### config.mk
export PLATFORM = sky130hd
export DESIGN_NAME = gpb_ctrl
export DESIGN_NICKNAME = d
export VERILOG_FILES = /design/src/gpb_pkg.sv /design/src/gpb_ctrl.sv
export SDC_FILE = /design/constraint.sdc
export NUM_CORES = 1
export LEC_CHECK = 0
export ABC_AREA = 0
export BUFFER_PORTS_ARGS = -buffer_cell sky130_fd_sc_hd__clkbuf_2
export CORE_AREA = 2 2 39 41
export DETAILED_ROUTE_END_ITERATION = 10
export DIE_AREA = 0 0 41 43
export GPL_ROUTABILITY_DRIVEN = 1
export MAX_ROUTING_LAYER = met4
export PLACE_DENSITY = 0.64
export SLEW_MARGIN = 20
export SYNTH_ARGS = -nofsm -noshare
export SYNTH_HDL_FRONTEND = slang
export SYNTH_SLANG_ARGS = --single-unit
### constraint.sdc
create_clock -name clk -period 1.95 [get_ports clk]
set_input_delay 0.39 -clock clk [delete_from_list [all_inputs] [get_ports clk]]
set_output_delay 0.39 -clock clk [all_outputs]
set_load 0.01 [all_outputs]
### src/gpb_pkg.sv
package gpb_pkg;

    // Result codes, carried on m_tuser
    typedef enum logic [2:0] {
        ST_BINNED  = 3'd0,
        ST_OUTSIDE = 3'd1,
        ST_SKIPPED = 3'd2,
        ST_GAP     = 3'd3,
        ST_STARTED = 3'd4
    } status_t;

    // Register indexes on the configuration channel
    localparam int CFG_IDX_W = 3;
    typedef enum logic [CFG_IDX_W-1:0] {
        REG_NORTH    = 3'd0,
        REG_SOUTH    = 3'd1,
        REG_WEST     = 3'd2,
        REG_EAST     = 3'd3,
        REG_ROWS     = 3'd4,
        REG_COLS     = 3'd5,
        REG_EXCL_LAT = 3'd6,
        REG_EXCL_LNG = 3'd7
    } cfg_reg_t;

    // Field widths fixed by the interface
    localparam int COORD_W  = 32;
    localparam int GRID_W   = 5;   // row/column count and search index
    localparam int ACC_W    = 39;  // edge accumulator: lo + 31*step fits
    localparam int IN_W     = 72;
    localparam int OUT_W    = 32;
    localparam int ROWF_W   = 4;
    localparam int OCNT_W   = 16;
    localparam int DIV_CNT_W = 5;  // 32 quotient bits, one per cycle

    // Datapath operations
    typedef enum logic [2:0] {
        OP_NONE,
        OP_LOAD,
        OP_DIV_STEP,
        OP_CLR_STEP,
        OP_SRCH_STEP,
        OP_MEM_RD,
        OP_MEM_WR
    } dp_op_t;

    typedef struct packed {
        dp_op_t  op;
        logic    set_status;
        status_t status;
        logic    out_load;
    } dp_cmd_t;

    typedef struct packed {
        logic div_last;
        logic clr_last;
        logic in_box;
        logic skip;
        logic srch_done;
        logic gap;
    } dp_stat_t;

    // Controller states
    typedef enum logic [3:0] {
        S_INIT,
        S_IDLE,
        S_CHECK,
        S_SEARCH,
        S_WRITE,
        S_DIV,
        S_CLEAR,
        S_DONE
    } ctrl_state_t;

endpackage

### src/gpb_ctrl.sv
module gpb_ctrl (
    input  logic              clk,
    input  logic              rst_n,
    input  logic              s_tvalid,
    output logic              s_tready,
    input  logic              s_action,
    output logic              m_tvalid,
    input  logic              m_tready,
    output gpb_pkg::dp_cmd_t  cmd,
    input  gpb_pkg::dp_stat_t stat
);
    import gpb_pkg::*;

    ctrl_state_t state_reg, state_next;
    logic        m_tvalid_reg, m_tvalid_next;

    // State and output-valid registers
    always_ff @(posedge clk or negedge rst_n)
    begin
        if (!rst_n)
        begin
            state_reg    <= S_INIT;
            m_tvalid_reg <= 1'b0;
        end
        else
        begin
            state_reg    <= state_next;
            m_tvalid_reg <= m_tvalid_next;
        end
    end

    // Next state and commands
    always_comb
    begin
        state_next     = state_reg;
        cmd.op         = OP_NONE;
        cmd.set_status = 1'b0;
        cmd.status     = ST_BINNED;
        cmd.out_load   = 1'b0;
        s_tready       = 1'b0;

        unique case (state_reg)
            S_INIT:
            begin
                cmd.op = OP_CLR_STEP;
                if (stat.clr_last)
                begin
                    state_next = S_IDLE;
                end
            end
            S_IDLE:
            begin
                s_tready = 1'b1;
                if (s_tvalid)
                begin
                    cmd.op     = OP_LOAD;
                    state_next = s_action ? S_DIV : S_CHECK;
                end
            end
            S_CHECK:
            begin
                if (!stat.in_box)
                begin
                    cmd.set_status = 1'b1;
                    cmd.status     = ST_OUTSIDE;
                    state_next     = S_DONE;
                end
                else if (stat.skip)
                begin
                    cmd.set_status = 1'b1;
                    cmd.status     = ST_SKIPPED;
                    state_next     = S_DONE;
                end
                else
                begin
                    state_next = S_SEARCH;
                end
            end
            S_SEARCH:
            begin
                if (!stat.srch_done)
                begin
                    cmd.op = OP_SRCH_STEP;
                end
                else if (stat.gap)
                begin
                    cmd.set_status = 1'b1;
                    cmd.status     = ST_GAP;
                    state_next     = S_DONE;
                end
                else
                begin
                    cmd.op     = OP_MEM_RD;
                    state_next = S_WRITE;
                end
            end
            S_WRITE:
            begin
                cmd.op         = OP_MEM_WR;
                cmd.set_status = 1'b1;
                cmd.status     = ST_BINNED;
                state_next     = S_DONE;
            end
            S_DIV:
            begin
                cmd.op = OP_DIV_STEP;
                if (stat.div_last)
                begin
                    state_next = S_CLEAR;
                end
            end
            S_CLEAR:
            begin
                cmd.op = OP_CLR_STEP;
                if (stat.clr_last)
                begin
                    cmd.set_status = 1'b1;
                    cmd.status     = ST_STARTED;
                    state_next     = S_DONE;
                end
            end
            S_DONE:
            begin
                if (!m_tvalid_reg || m_tready)
                begin
                    cmd.out_load = 1'b1;
                    state_next   = S_IDLE;
                end
            end
            default:
            begin
                state_next = S_INIT;
            end
        endcase
    end

    // Output register valid: filled on load, emptied when taken
    always_comb
    begin
        m_tvalid_next = m_tvalid_reg;
        if (cmd.out_load)
        begin
            m_tvalid_next = 1'b1;
        end
        else if (m_tready)
        begin
            m_tvalid_next = 1'b0;
        end
    end

    assign m_tvalid = m_tvalid_reg;

    // A result never overwrites one still waiting
    a_no_overwrite: assert property (@(posedge clk) disable iff (!rst_n)
        cmd.out_load |-> (!m_tvalid_reg || m_tready))
        else $error("result loaded over a pending result");

    // One item at a time: no second accept right after the first
    a_one_item: assert property (@(posedge clk) disable iff (!rst_n)
        (s_tvalid && s_tready) |=> !s_tready)
        else $error("input accepted twice in a row");

endmodule

==> results of run 1 <==
-- cell families (layout without fill, tap and decap cells) --
| family | Yosys count | after routing |
|---|---|---|
| simple gates | 22 | 22 |
| mux | 2 | 2 |
| flops | 4 | 4 |
| buf+inv | 10 | 36 |
| xor+xnor | 1 | 1 |
| compound gates | 19 | 19 |
-- repair_timing --
action	4_1_cts	5_1_grt
gates resized for setup	1	6
buffers inserted	0	4
endpoints found under the hold margin	4	0
pin swaps	0	3
hold buffers	1	0
endpoints found under the setup margin	1	1
-- synthesized netlist by cell type (2+ instances only) --
library cell               count
sky130_fd_sc_hd__inv_1         5
sky130_fd_sc_hd__nor2_1        4
sky130_fd_sc_hd__o21ai_0       3
sky130_fd_sc_hd__a21oi_1       6
sky130_fd_sc_hd__buf_6         3
sky130_fd_sc_hd__nand2_1       4
sky130_fd_sc_hd__dfrtp_1       4
sky130_fd_sc_hd__o211ai_1      2
sky130_fd_sc_hd__nand3_1       4
sky130_fd_sc_hd__o22ai_1       2
-- worst paths after layout --
kind	to	slack [ns]	cells past startpoint	start
min reg2reg	m_tvalid	0.58	2	m_tvalid
max in group asynchronous	state_reg[1]	1.33	2	rst_n
max reg2reg	state_reg[1]	0.15	6	state_reg[1]
max	cmd[4]	0.06	4	state_reg[1]
min	m_tvalid	0.38	2	m_tready
min in group asynchronous	state_reg[0]	0.48	2	rst_n
-- power by group through the flow --
stage | sequential [mW] | combinational, mW | clock, mW
2_1_floorplan | 0.163 | 0.570 | 0
3_3_place_gp | 0.207 | 0.654 | 0
3_5_place_dp | 0.211 | 0.664 | 0
4_1_cts | 0.212 | 0.668 | 0.107
5_1_grt | 0.218 | 0.812 | 0.120
6_report | 0.210 | 0.730 | 0.104
-- per-layer routing --
metal	share of wire [%]	global-route usage (%)
met1	42	18.4
met2	51	19.4
met3	3.6	3.14
met4	3.2	12.0
met5	0	-
-- final cells by class --
class,instances,area share (%)
multi-input cells,44,48.1
repair buffers,28,25.7
flip-flops and latches,4,16.4
clock buffers,3,3.56
well taps,16,3.17
inverters,5,2.97
-- per-stage QoR --
| step | setup TNS, ns | total power [mW] | instance area [um2] |
|---|---|---|---|
| after CTS | 0 | 0.987 | 592 |
| after global routing | -0.00637 | 1.15 | 632 |
| after global placement | 0 | 0.861 | 558 |
| final | 0 | 1.04 | 632 |
| after detailed placement | 0 | 0.875 | 558 |
| after floorplan | 0 | 0.733 | 460 |
==> flow_summary.rst, run 1 <==
.. list-table::
   :header-rows: 1

   * - Metric
     - Value
   * - Post-synth top area share
     - 21.7%
   * - Critical path, cell by cell
     - buf_4 > and4_2 > or3_1 > buf_2
   * - Result of the run
     - finished clean
   * - Data required time of the worst path
     - roughly 1.6 ns
   * - Drt wl/cell
     - 11.0 um
   * - Clk Latency, worst-skew pair
     - ~0.24 ns
   * - Adder and majority cell fraction of the synthesized area
     - 0%
   * - IO buf count
     - 20
   * - Number of H-tree levels
     - 1
   * - Maximum vdd drop
     - about 500 uV
   * - Highest-count cells in the layout ignoring fill and taps
     - sky130_fd_sc_hd__clkbuf_2 (19), sky130_fd_sc_hd__buf_4 (7), sky130_fd_sc_hd__a21oi_1 (6), sky130_fd_sc_hd__inv_1 (5)
   * - Buffering stage count on the worst path with inverters included
     - 2
   * - Remaining global-route overflow
     - 0
   * - Post-synthesis register bit count
     - 4
   * - Biggest area consumer among synthesized cells
     - sky130_fd_sc_hd__dfrtp_1
   * - Die extent in y
     - around 43 um
   * - Total via count in the routed design
     - around 510
   * - Area added between synthesis and finish
     - 37.2%
   * - Total power per unit cell area
     - between 1500 and 2000 nW/um2
   * - Gate Count Post-Synth
     - just under 60
   * - Number of remaining DRC errors
     - 0
   * - Leakage power
     - approximately 0.32 nW
   * - Worst hold margin
     - 0.383 ns
   * - Top area cells in the synthesized netlist
     - sky130_fd_sc_hd__dfrtp_1 (22%), sky130_fd_sc_hd__buf_6 (7.3%), sky130_fd_sc_hd__a21oi_1 (6.5%)
   * - Fmax
     - about 530 MHz
   * - Portion of netlist area occupied by mux cells
     - under 10%
   * - Violation count after the first detailed-route iteration
     - 6
   * - Cell chosen for the clock root
     - sky130_fd_sc_hd__clkbuf_4
   * - WL final
     - about 1.1 mm
   * - Critical Path End Type
     - output pin
   * - Pre-antenna DRT Iters
     - 3
   * - Initial antenna violation count
     - 0
   * - Post-route non-filler standard cell count
     - 100
   * - Maximum number of pins on one net before global-route repair
     - 12
   * - Number of library cell types mapped by synthesis
     - 31
   * - Final weighted congestion in routability-driven placement
     - 0.783
   * - Clock skew
     - 0.00629 ns
   * - Combinational family with the most area after synthesis
     - compound AO/OA/AOI/OAI gates
   * - Sequential cell area fraction in the yosys report
     - 21.7%
   * - Synthesized-area fraction occupied by ao, oa, aoi and oai cells
     - between 20% and 30%
   * - Worst-case setup margin in the final layout
     - 0.0645 ns
   * - Pins Over Slew Limit
     - 0
   * - Clock tree from TritonCTS
     - yes
   * - Post-layout min period
     - 1.89 ns
   * - Switch share
     - around 45%
   * - Placed wire-length estimate after detailed placement
     - approximately 820 um
   * - Filler Cell Count
     - approximately 140
   * - Crit path max-delay family
     - simple AND/OR/NAND/NOR gates
   * - Number of inserted diodes
     - 0
   * - CTS Buf Count
     - 3
   * - Most common cell after layout, fill and taps aside
     - sky130_fd_sc_hd__clkbuf_2
   * - Parity-gate share of the synthesized area counting xor and xnor cells
     - 3.53%
   * - Async S/R FF share, synth
     - 100%
   * - Worst slack at placement
     - between 0.2 and 0.25 ns
   * - Average via count per standard cell
     - just over 5
   * - Sequential cell area in the final layout
     - 104 um2
   * - Total Die Area
     - 1760 um2
   * - Share of power burned in combinational logic
     - a little over two thirds
   * - Number of rows in the core area
     - 14
   * - Dominant synthesized flop cell
     - sky130_fd_sc_hd__dfrtp_1
   * - Post-Syn Area
     - between 400 and 500 um2
   * - EDFF count, synth
     - 0
   * - Number of max-cap violations
     - 0
   * - Initial cell density of the core
     - between 30 and 40%
   * - I/O pin cnt
     - 21
   * - Global-route wire length before repair
     - 1.66 mm
   * - Post-Place Cells
     - a little over 90
   * - Multi-input gate area in the final layout
     - around 300 um2
   * - Number of global-route vias before repair
     - 404
   * - Post-route antenna net violation count
     - 0
   * - Nets@finish
     - 97
   * - Actual transition at the worst max-transition pin
     - 0.331 ns
   * - End-of-flow core utilization
     - 45.7%
   * - Number of flip-flops in the largest register
     - 3
   * - Post-Syn Nets
     - 69
   * - Slew headroom
     - 77.8%
   * - Sink Count
     - 4
   * - Post-synthesis share of cell area spent on and, or, nand and nor gates
     - 27.2%
   * - Clock Tree Buf Depth
     - 2
   * - Sequential cell fraction of total power
     - 20.1%
   * - Global-route usage over all layers
     - between 10% and 20%
   * - Relative contribution of the clock network to total power
     - around a tenth
   * - Cell-internal power
     - around 0.57 mW
   * - Avg Inst Size Synth
     - 7.94 um2
   * - Slowest stage delay, CP
     - ~0.42 ns
   * - Die width
     - slightly above 40 um
   * - Worst Path Max Fanout
     - 4
   * - Max stage delay cell, worst path
     - sky130_fd_sc_hd__dfrtp_2
   * - Part of the cycle the worst path needs
     - between 90% and 100%
   * - Number of warnings issued by yosys
     - 0
   * - Share of final-layout standard cells stronger than drive strength 1
     - approximately half
   * - Launching element type of the critical path
     - register
   * - Switching component of the power
     - approximately 0.47 mW
   * - Hold crit path type
     - input pin to register
   * - Kind of critical path
     - register to output pin
   * - CTS clock-pin slew for the worst setup and hold paths
     - 0.03 ns
   * - Number of failing setup endpoints in the final timing report
     - 0
   * - Number of hold-slack violations in the final timing report
     - 0
   * - Core area
     - 1380 um2
   * - Data arrival time of the critical path
     - ~1.5 ns
Note: power is estimated with default switching activity, not from simulation.
==> run 2: changes to the inputs <==
Settings changed: CTS_CLUSTER_SIZE from default to 40, PLACE_DENSITY 0.64 to default, PLACE_DENSITY_LB_ADDON from default to 0.05.
==> flow_summary.rst, run 2 (synthesized netlist as in run 1, its figures left out) <==
.. list-table::
   :header-rows: 1

   * - Metric
     - Value
   * - Leakage power
     - 0.332 nW (+4.3%)
   * - Max stage delay cell, worst path
     - sky130_fd_sc_hd__dfrtp_2
   * - Total chip power
     - 1.09 mW (+4.9%)
   * - Worst Path Max Fanout
     - 6 (+2)
   * - Relative contribution of the clock network to total power
     - 8.9% (-1.1 points)
   * - Core area
     - 1380 um2 (unchanged)
   * - Violation count after the first detailed-route iteration
     - 7 (+1)
   * - IO buf count
     - 20 (unchanged)
   * - Share of power burned in combinational logic
     - 72.1% (+2.2 points)
   * - Kind of critical path
     - register to output pin
   * - Filler Cell Count
     - 159 (+12%)
   * - Post-layout min period
     - 1.88 ns (-0.00724 ns)
   * - Critical path launch point
     - state_reg[1]
   * - Clock skew
     - 0.00133 ns (-0.00496 ns)
   * - Critical Path End Type
     - output pin
   * - Die extent in y
     - 43 um (unchanged)
   * - Highest-count cells in the layout ignoring fill and taps
     - sky130_fd_sc_hd__clkbuf_2 (20), sky130_fd_sc_hd__buf_4 (9), sky130_fd_sc_hd__a21oi_1 (6), sky130_fd_sc_hd__inv_1 (5)
   * - Die width
     - 41 um (unchanged)
   * - Pins Over Slew Limit
     - 0 (unchanged)
   * - Drt wl/cell
     - 11.0 um (-0.45%)
   * - Actual transition at the worst max-transition pin
     - 0.276 ns (-0.0554 ns)
   * - Average via count per standard cell
     - 4.84 (-4.3%)
   * - Fmax
     - 532 MHz (+0.39%)
   * - Sequential cell area in the final layout
     - 104 um2 (unchanged)
   * - Part of the cycle the worst path needs
     - 96.3% (-0.37 points)
   * - Worst hold margin
     - 0.385 ns (+0.00250 ns)
   * - Global-route wire length before repair
     - 1.70 mm (+2.1%)
   * - Slew headroom
     - 81.5% (+3.7 points)
   * - Number of failing setup endpoints in the final timing report
     - 0 (unchanged)
   * - Final weighted congestion in routability-driven placement
     - 0.727 (-7.2%)
   * - Clock Tree Buf Depth
     - 2 (unchanged)
   * - Number of remaining DRC errors
     - 0 (unchanged)
   * - Initial antenna violation count
     - 0 (unchanged)
   * - Most common cell after layout, fill and taps aside
     - sky130_fd_sc_hd__clkbuf_2
   * - Clk Latency, worst-skew pair
     - 0.23 ns (about the same)
   * - CTS Buf Count
     - 3 (unchanged)
   * - Number of rows in the core area
     - 14 (unchanged)
   * - Worst-case setup margin in the final layout
     - 0.0718 ns (+0.00724 ns)
   * - Total via count in the routed design
     - 499 (-1.4%)
   * - Sink Count
     - 4 (unchanged)
   * - Switching component of the power
     - 0.476 mW (+1.5%)
   * - Launching element type of the critical path
     - register
   * - Post-route antenna net violation count
     - 0 (unchanged)
   * - Number of global-route vias before repair
     - 419 (+3.7%)
   * - Launch point of the worst reg-to-reg path
     - state_reg[1]
   * - Initial cell density of the core
     - 33.3% (unchanged)
   * - Number of inserted diodes
     - 0 (unchanged)
   * - Startpoint of the worst hold path
     - m_tready
   * - Area added between synthesis and finish
     - 42.4%
   * - Data arrival time of the critical path
     - 1.49 ns (about the same)
   * - Worst slack at placement
     - 0.208 ns (+0.00237 ns)
   * - Data required time of the worst path
     - 1.56 ns (about the same)
   * - CTS clock-pin slew for the worst setup and hold paths
     - 0.03 ns (about the same)
   * - Global-route usage over all layers
     - 15.0% (+0.25 points)
   * - Number of flip-flops in the largest register
     - 3 (unchanged)
   * - Maximum vdd drop
     - 713 uV (+43%)
   * - Cell-internal power
     - 0.619 mW (+7.6%)
   * - Number of max-cap violations
     - 0 (unchanged)
   * - Critical path, cell by cell
     - nor2b_1 > and2_1 > or3_1 > clkbuf_2
   * - Final total negative setup slack
     - 0 ns (unchanged)
   * - Remaining global-route overflow
     - 0 (unchanged)
   * - Sequential cell fraction of total power
     - 19.0% (-1.1 points)
   * - Hold crit path type
     - input pin to register
   * - I/O pin cnt
     - 21 (unchanged)
   * - Result of the run
     - finished clean
   * - WL final
     - 1.13 mm (+2.5%)
   * - Placed wire-length estimate after detailed placement
     - 863 um (+5.0%)
   * - Number of H-tree levels
     - 1 (unchanged)
   * - Number of hold-slack violations in the final timing report
     - 0 (unchanged)
   * - Clock tree from TritonCTS
     - yes
   * - Unrepaired setup endpoints after global routing
     - false
   * - Multi-input gate area in the final layout
     - 302 um2 (-0.82%)
   * - Total Die Area
     - 1760 um2 (unchanged)
   * - Share of final-layout standard cells stronger than drive strength 1
     - 51.7% (+0.53 points)
   * - Slowest stage delay, CP
     - 0.44 ns (+0.02 ns)
   * - Cell chosen for the clock root
     - sky130_fd_sc_hd__clkbuf_4
   * - Post-Place Cells
     - 94 (+2.2%)
   * - Nets@finish
     - 100 (+3.1%)
   * - Total power per unit cell area
     - 1670 nW/um2 (+1.1%)
   * - Switch share
     - 43.5% (-1.4 points)
   * - Pre-antenna DRT Iters
     - 3 (unchanged)
   * - Post-route non-filler standard cell count
     - 103 (+3.0%)
   * - Maximum number of pins on one net before global-route repair
     - 12 (unchanged)
[run 2: cell types whose count changed in the layout (fill, tap and decap cells not counted), sizes merged]
| cell | before | now |
|---|---|---|
| clkbuf | 22 | 23 |
| buf | 8 | 10 |
[run 2: routing by layer]
layer	vias up	GRT usage (%)	share of wire, %
met2	10	19.4	49
met4	0	10.0	0
li1	265	-	-
met5	-	-	0
met3	0	3.14	3.0
met1	224	20.3	48
[run 2: path summary, 6_finish.rpt]
kind	end	slack (ns)	depth (start not counted)
min reg2reg	state_reg[0]	0.56	1
min	m_tvalid	0.39	2
max reg2reg	state_reg[1]	0.26	5
min in group asynchronous	m_tvalid	0.50	2
max in group asynchronous	state_reg[0]	1.32	2
max	cmd[4]	0.07	4
[run 2: critical path: cells and delay by family (launching register included)]
| kind | cells | cell delay, ns |
|---|---|---|
| buffers and inverters | 1 | 0.13 |
| flip-flops | 1 | 0.44 |
| AND/OR/NAND/NOR | 3 | 0.70 |
[run 2: what timing repair did]
item	4_1_cts	5_1_grt
hold endpoints to repair	4	0
resized for setup	3	2
buffers inserted	0	5
pin swaps	0	0
hold buffers	1	0
setup endpoints to repair	1	1
[run 2: area by class of cell]
class	instances	share of cell area [%]
clock buffers	3	3.44
inverters	5	2.86
repair buffers	31	28.8
flip-flops and latches	4	15.8
well taps	16	3.05
multi-input cells	44	46.0
[run 2: through the flow]
step	instance area, um2	util, %
floorplan	460	-
global placement	573	41.4
detailed placement	573	41.4
CTS	609	44.0
global route	656	47.4
finish	656	47.4
[run 2: power groups by stage]
| stage | clock (mW) | sequential [mW] | combinational (mW) |
|---|---|---|---|
| 3_5_place_dp | 0 | 0.214 | 0.696 |
| 4_1_cts | 0.106 | 0.219 | 0.703 |
| 6_report | 0.0978 | 0.208 | 0.789 |
| 2_1_floorplan | 0 | 0.163 | 0.570 |
| 5_1_grt | 0.106 | 0.219 | 0.876 |
| 3_3_place_gp | 0 | 0.213 | 0.699 |
